===== src/rtl/core/plcm_pkg.sv =====
package plcm_pkg;

  localparam int PTS_MAX = 8;
  localparam int CFG_REGS = 7;
  localparam int PT_W = 40;
  localparam int ANG_W = 16;
  localparam int POS_W = 24;
  localparam int QBITS = 25;
  localparam int IDX_W = 3;

  typedef logic [PTS_MAX-1:0][PT_W-1:0] plcm_pts_t;

  localparam plcm_pts_t PTS_RESET = {
    40'd0, 40'd50331648590, 40'd33554432345, 40'd16777216155,
    40'd0, 40'd1082751188832, 40'd1065973972642, 40'd1049196756392
  };

  typedef struct packed {
    logic             vld;
    logic             mode;
    logic             ok;
    logic             neg;
    logic [POS_W-1:0] v0;
    logic [QBITS-1:0] w;
    logic [QBITS-1:0] rem;
    logic [QBITS-1:0] num;
    logic [QBITS-1:0] quo;
  } plcm_div_t;

endpackage


===== src/rtl/core/plcm_front.sv =====
module plcm_front #(
  parameter int NUM_POINTS = 7
) (
  input  logic                          clk,
  input  logic                          rst_n,
  input  logic                          en,
  input  logic                          in_vld,
  input  logic                          mode,
  input  logic [plcm_pkg::ANG_W-1:0]    angle,
  input  logic [plcm_pkg::POS_W-1:0]    position,
  input  plcm_pkg::plcm_pts_t           pts,
  output plcm_pkg::plcm_div_t           pkt
);

  localparam int LAST = NUM_POINTS - 1;

  logic signed [plcm_pkg::POS_W-1:0] k [NUM_POINTS];
  logic signed [plcm_pkg::POS_W-1:0] v [NUM_POINTS];
  logic signed [plcm_pkg::POS_W-1:0] x, kk0, kk1, vv0, vv1;
  logic                              found, inspan;
  logic signed [plcm_pkg::QBITS:0]   span;
  logic [plcm_pkg::QBITS-1:0]        d_nxt, w_nxt, mag_nxt;
  logic [plcm_pkg::POS_W-1:0]        v0_nxt;
  logic                              ok_nxt;

  logic                              s1_vld_r, s1_mode_r, s1_ok_r, s1_neg_r;
  logic [plcm_pkg::POS_W-1:0]        s1_v0_r;
  logic [plcm_pkg::QBITS-1:0]        s1_d_r, s1_w_r, s1_mag_r;
  logic [2*plcm_pkg::QBITS-1:0]      prod;
  plcm_pkg::plcm_div_t               pkt_r, pkt_nxt;

  always_comb begin
    for (int i = 0; i < NUM_POINTS; i++) begin
      if (mode) begin
        k[i] = pts[i][plcm_pkg::POS_W-1:0];
        v[i] = {{(plcm_pkg::POS_W-plcm_pkg::ANG_W){pts[i][plcm_pkg::PT_W-1]}},
                pts[i][plcm_pkg::PT_W-1:plcm_pkg::POS_W]};
      end else begin
        k[i] = {{(plcm_pkg::POS_W-plcm_pkg::ANG_W){pts[i][plcm_pkg::PT_W-1]}},
                pts[i][plcm_pkg::PT_W-1:plcm_pkg::POS_W]};
        v[i] = pts[i][plcm_pkg::POS_W-1:0];
      end
    end
    x = mode ? position :
        {{(plcm_pkg::POS_W-plcm_pkg::ANG_W){angle[plcm_pkg::ANG_W-1]}}, angle};
    found = 1'b0;
    kk0 = k[0];
    kk1 = k[0];
    vv0 = v[0];
    vv1 = v[0];
    for (int i = NUM_POINTS - 2; i >= 0; i--) begin
      if (x >= k[i] && x <= k[i+1]) begin
        found = 1'b1;
        kk0 = k[i];
        kk1 = k[i+1];
        vv0 = v[i];
        vv1 = v[i+1];
      end
    end
    inspan = (x >= k[0]) && (x <= k[LAST]);
    ok_nxt = inspan && (found || x == k[0] || x == k[LAST]);
    span = {{2{vv1[plcm_pkg::POS_W-1]}}, vv1} - {{2{vv0[plcm_pkg::POS_W-1]}}, vv0};
    mag_nxt = span[plcm_pkg::QBITS] ? plcm_pkg::QBITS'(-span) : span[plcm_pkg::QBITS-1:0];
    d_nxt = {x[plcm_pkg::POS_W-1], x} - {kk0[plcm_pkg::POS_W-1], kk0};
    w_nxt = {kk1[plcm_pkg::POS_W-1], kk1} - {kk0[plcm_pkg::POS_W-1], kk0};
    v0_nxt = vv0;
    priority if (x == k[0]) begin
      v0_nxt = v[0];
      d_nxt = '0;
      w_nxt = plcm_pkg::QBITS'(1);
    end else if (x == k[LAST]) begin
      v0_nxt = v[LAST];
      d_nxt = '0;
      w_nxt = plcm_pkg::QBITS'(1);
    end else if (w_nxt == '0) begin
      d_nxt = '0;
      w_nxt = plcm_pkg::QBITS'(1);
    end else begin
      v0_nxt = vv0;
    end
  end

  always_ff @(posedge clk) begin
    if (!rst_n) begin
      s1_vld_r <= 1'b0;
    end else if (en) begin
      s1_vld_r  <= in_vld;
      s1_mode_r <= mode;
      s1_ok_r   <= ok_nxt;
      s1_neg_r  <= span[plcm_pkg::QBITS];
      s1_v0_r   <= v0_nxt;
      s1_d_r    <= d_nxt;
      s1_w_r    <= w_nxt;
      s1_mag_r  <= mag_nxt;
    end
  end

  always_comb begin
    prod = s1_d_r * s1_mag_r;
    pkt_nxt.vld  = s1_vld_r;
    pkt_nxt.mode = s1_mode_r;
    pkt_nxt.ok   = s1_ok_r;
    pkt_nxt.neg  = s1_neg_r;
    pkt_nxt.v0   = s1_v0_r;
    pkt_nxt.w    = s1_w_r;
    pkt_nxt.rem  = prod[2*plcm_pkg::QBITS-1:plcm_pkg::QBITS];
    pkt_nxt.num  = prod[plcm_pkg::QBITS-1:0];
    pkt_nxt.quo  = '0;
  end

  always_ff @(posedge clk) begin
    if (!rst_n) begin
      pkt_r.vld <= 1'b0;
    end else if (en) begin
      pkt_r <= pkt_nxt;
    end
  end

  assign pkt = pkt_r;

endmodule


===== config.mk =====
export PLATFORM = sky130hd
export DESIGN_NAME = plcm_front
export DESIGN_NICKNAME = d
export VERILOG_FILES = /design/src/rtl/core/plcm_pkg.sv /design/src/rtl/core/plcm_front.sv
export SDC_FILE = /design/constraint.sdc
export NUM_CORES = 2
export LEC_CHECK = 0
export ABC_AREA = 1
export BUFFER_PORTS_ARGS = -buffer_cell sky130_fd_sc_hd__clkbuf_2
export CELL_PAD_IN_SITES_DETAIL_PLACEMENT = 0
export CELL_PAD_IN_SITES_GLOBAL_PLACEMENT = 1
export CORE_MARGIN = 5
export CORE_UTILIZATION = 30
export CTS_CLUSTER_SIZE = 25
export DETAILED_ROUTE_END_ITERATION = 7
export GPL_ROUTABILITY_DRIVEN = 0
export GPL_TIMING_DRIVEN = 1
export PLACE_DENSITY_LB_ADDON = 0.1
export SYNTH_ARGS = -nofsm -noshare
export SYNTH_HDL_FRONTEND = slang
export SYNTH_SLANG_ARGS = --single-unit

===== constraint.sdc =====
create_clock -name clk -period 22.4 [get_ports clk]
set_input_delay 1.12 -clock clk [delete_from_list [all_inputs] [get_ports clk]]
set_output_delay 1.12 -clock clk [all_outputs]
set_load 0.005 [all_outputs]

==> flow_summary.json <==
{
  "post-place-ws_ns": 10.04,
  "r2r-end": "pkt[69]$_DFFE_PP_",
  "cts-root-buf": "clkbuf_16",
  "coreArea_um2": 146000,
  "synth_warnings": 0,
  "mostFrequentLayoutCell": "nand2_1",
  "finalWorstSetupSlack_ns": 10.66,
  "synth_edf_count": 204,
  "fin_crit_sh": 0.524,
  "antenna_found_initial": 7,
  "cpMaxStageDelayCell": "buf_4",
  "layout-drive-gt1-share": 0.110,
  "die_w_um": 393,
  "viasPerCell": 4.92,
  "nets": 7528,
  "drv_slew": 0,
  "crit_required_ns": 22.70,
  "reg2reg_from": "s1_d_r[10]$_SDFFCE_PP0P_",
  "status": "finished clean",
  "worst_pin_slew_ns": 1.42,
  "syn_area_per_cell_um2": 7.37,
  "crit_path_start_kind": "input pin",
  "post_drt_wl_per_cell_um": 22.4,
  "hold_end": "pkt[122]$_DFFE_PP_",
  "grt_pass1_vias": 40500,
  "hp-start": "s1_v0_r[22]$_DFFE_PP_",
  "yosys.area.top_type": "fa_1",
  "grt_start_max_net_pins": 101,
  "timing.fmax_mhz": 85.2,
  "slew_headroom": 0.0455,
  "syn_inst": 5985,
  "numCtsBuffers": 34,
  "end_kind": "flop",
  "firstDrtPassIters": 6,
  "start_util": 0.302,
  "first_iter_violations": 3113,
  "hold_viol": 0,
  "num_vias": 40100,
  "max_cap_viol_count": 0,
  "cts_resized": 0,
  "period_needed_ns": 11.74,
  "ys_ff_latch": 206,
  "clk_path_buf_depth": 3,
  "arrival_ns": 12.04,
  "die_y_um": 393,
  "clk_pin_slew_ns": 0.06,
  "final_core_util": 0.337,
  "crit_type": "in -> reg",
  "clk_latency_ns": 0.59,
  "synthTopCellsByArea": "fa_1, edfxtp_1, nand2_1, ha_1, inv_1",
  "cpPeakStageDelay_ns": 0.81,
  "cp_top_family": "buffers and inverters",
  "critPathMaxFanout": 87,
  "syn2layout_area_growth_pct": 11.4,
  "dp_hpwl_um": 149000,
  "whs_path_depth": 0,
  "setup_viol": 0,
  "placed_cell_area_um2": 48000,
  "ctsHoldBuffers": 0,
  "drcViolationCount": 0,
  "htree_levels": 2,
  "row_count": 140,
  "synth_ff_type": "edfxtp_1",
  "layout_common_cells": "nand2_1, inv_1, fa_1",
  "path_buf_inv": 7,
  "ff2ff_path_depth": 30,
  "track_usage": 0.232,
  "cts_setup_buffers": 0,
  "rsz0062_at_grt": "false",
  "ys_types": 59,
  "ys_seq_area_frac": 0.140,
  "skew_ns": 0.0191,
  "r2r_slack_ns": 14.15,
  "worst_path_most_repeated_cell": "nand2_1",
  "cts_tree": "done",
  "grt_overflow": 0,
  "netlist_area_um2": 44100,
  "clock_sinks": 206,
  "ios": 493,
  "place.port_buffers": 427,
  "min_path_type": "reg -> reg",
  "ys_async_sr_fraction": 0,
  "grt_pass1_wl_um": 270000,
  "drt-total-wl_um": 183000,
  "synth_top_area_frac": 0.240,
  "detail-route-antenna-nets": 0,
  "tns_ns": 0,
  "final_cell_area_um2": 49200,
  "die-area_um2": 155000
}
-- layout make-up --
| type | instances | area [um2] |
|---|---|---|
| fillers | 15800 | 96800 |
| multi-input cells | 4346 | 32500 |
| flip-flops and latches | 206 | 6170 |
| inverters | 1100 | 4140 |
| repair buffers | 520 | 2850 |
| well taps | 1917 | 2400 |
| clock buffers | 42 | 932 |
| clock inverters | 17 | 205 |
| diodes | 5 | 12.5 |
-- sequential cells by signal, indices dropped and copies added, names as in the netlist --
name / flops
pkt: 103
s1_d_r: 25
s1_mag_r: 25
s1_w_r: 25
s1_v0_r: 24
s1_mode_r: 1
s1_neg_r: 1
s1_ok_r: 1
s1_vld_r: 1
-- worst register-to-register path: cells and delay by family (launching register included) --
kind,cells,cell delay [ns]
DFF,1,0.74
AOI/OAI and AO/OA,6,1.78
buffers and inverters,6,0.72
adders and majority gates,8,3.54
xor gates and xnor gates,1,0.31
and+or+nand+nor,9,0.91
-- metrics by stage --
stage               hold WS [ns]  instances
floorplan                  0.400       6009
global placement           0.401       8089
detailed placement         0.405       8089
CTS                        0.390       8148
global route               0.410       8150
finish                     0.414       8153
-- synth_stat cells, types with 6 or more instances --
library cell,number
buf_2,16
inv_2,7
a21o_1,9
mux2i_1,82
buf_4,27
a211oi_1,18
xnor2_1,32
ha_1,426
clkinv_1,10
xor2_1,88
nor4_1,6
inv_1,1081
o21ai_1,15
o21bai_1,23
or2_2,52
nand2_4,6
a31oi_1,38
a21oi_1,332
buf_1,36
nand3_2,10
edfxtp_1,204
nand3b_1,7
nor2_1,251
o22ai_1,12
nand4_1,31
clkbuf_1,277
nor3_1,16
o221ai_1,20
nand3_1,148
nand2_1,1579
fa_1,529
o211ai_1,138
o21ai_0,388
nand2_2,20
o21a_1,12
-- layer usage --
layer	wire length [um]	GRT usage	vias to the layer above	part of all wire
li1	-	-	19300	-
met1	83400	0.321	19500	0.46
met2	84000	0.384	1187	0.46
met3	10500	0.0304	167	0.057
met4	4980	0.0576	0	0.027
met5	0	0	-	0
-- how the worst max path moves through the flow --
stage | start | endpoint | slack, ns | cells past startpoint
2_1_floorplan | mode | s1_w_r[15]$_SDFFCE_PP0P_ | 13.24 | 49
3_3_place_gp | mode | s1_w_r[19]$_SDFFCE_PP0P_ | 10.08 | 46
3_5_place_dp | mode | s1_d_r[0]$_SDFFCE_PP0P_ | 10.04 | 46
4_1_cts | mode | s1_w_r[20]$_SDFFCE_PP0P_ | 10.65 | 46
5_1_grt | mode | s1_w_r[19]$_SDFFCE_PP0P_ | 9.73 | 46
6_report | mode | s1_w_r[19]$_SDFFCE_PP0P_ | 10.66 | 46
-- cells by family after synthesis --
kind of cell,count (synthesis),share of synthesized area
simple gates,2141,0.198
buf+inv,1457,0.127
compound gates,1023,0.132
fa+ha+maj,955,0.361
flops,206,0.140
xor+xnor,120,0.0238
mux,82,0.0186
other cells,1,0.0000850
Power is not shown: default switching activity piles up to over one toggle a cycle in this logic, so the estimate is an artifact.
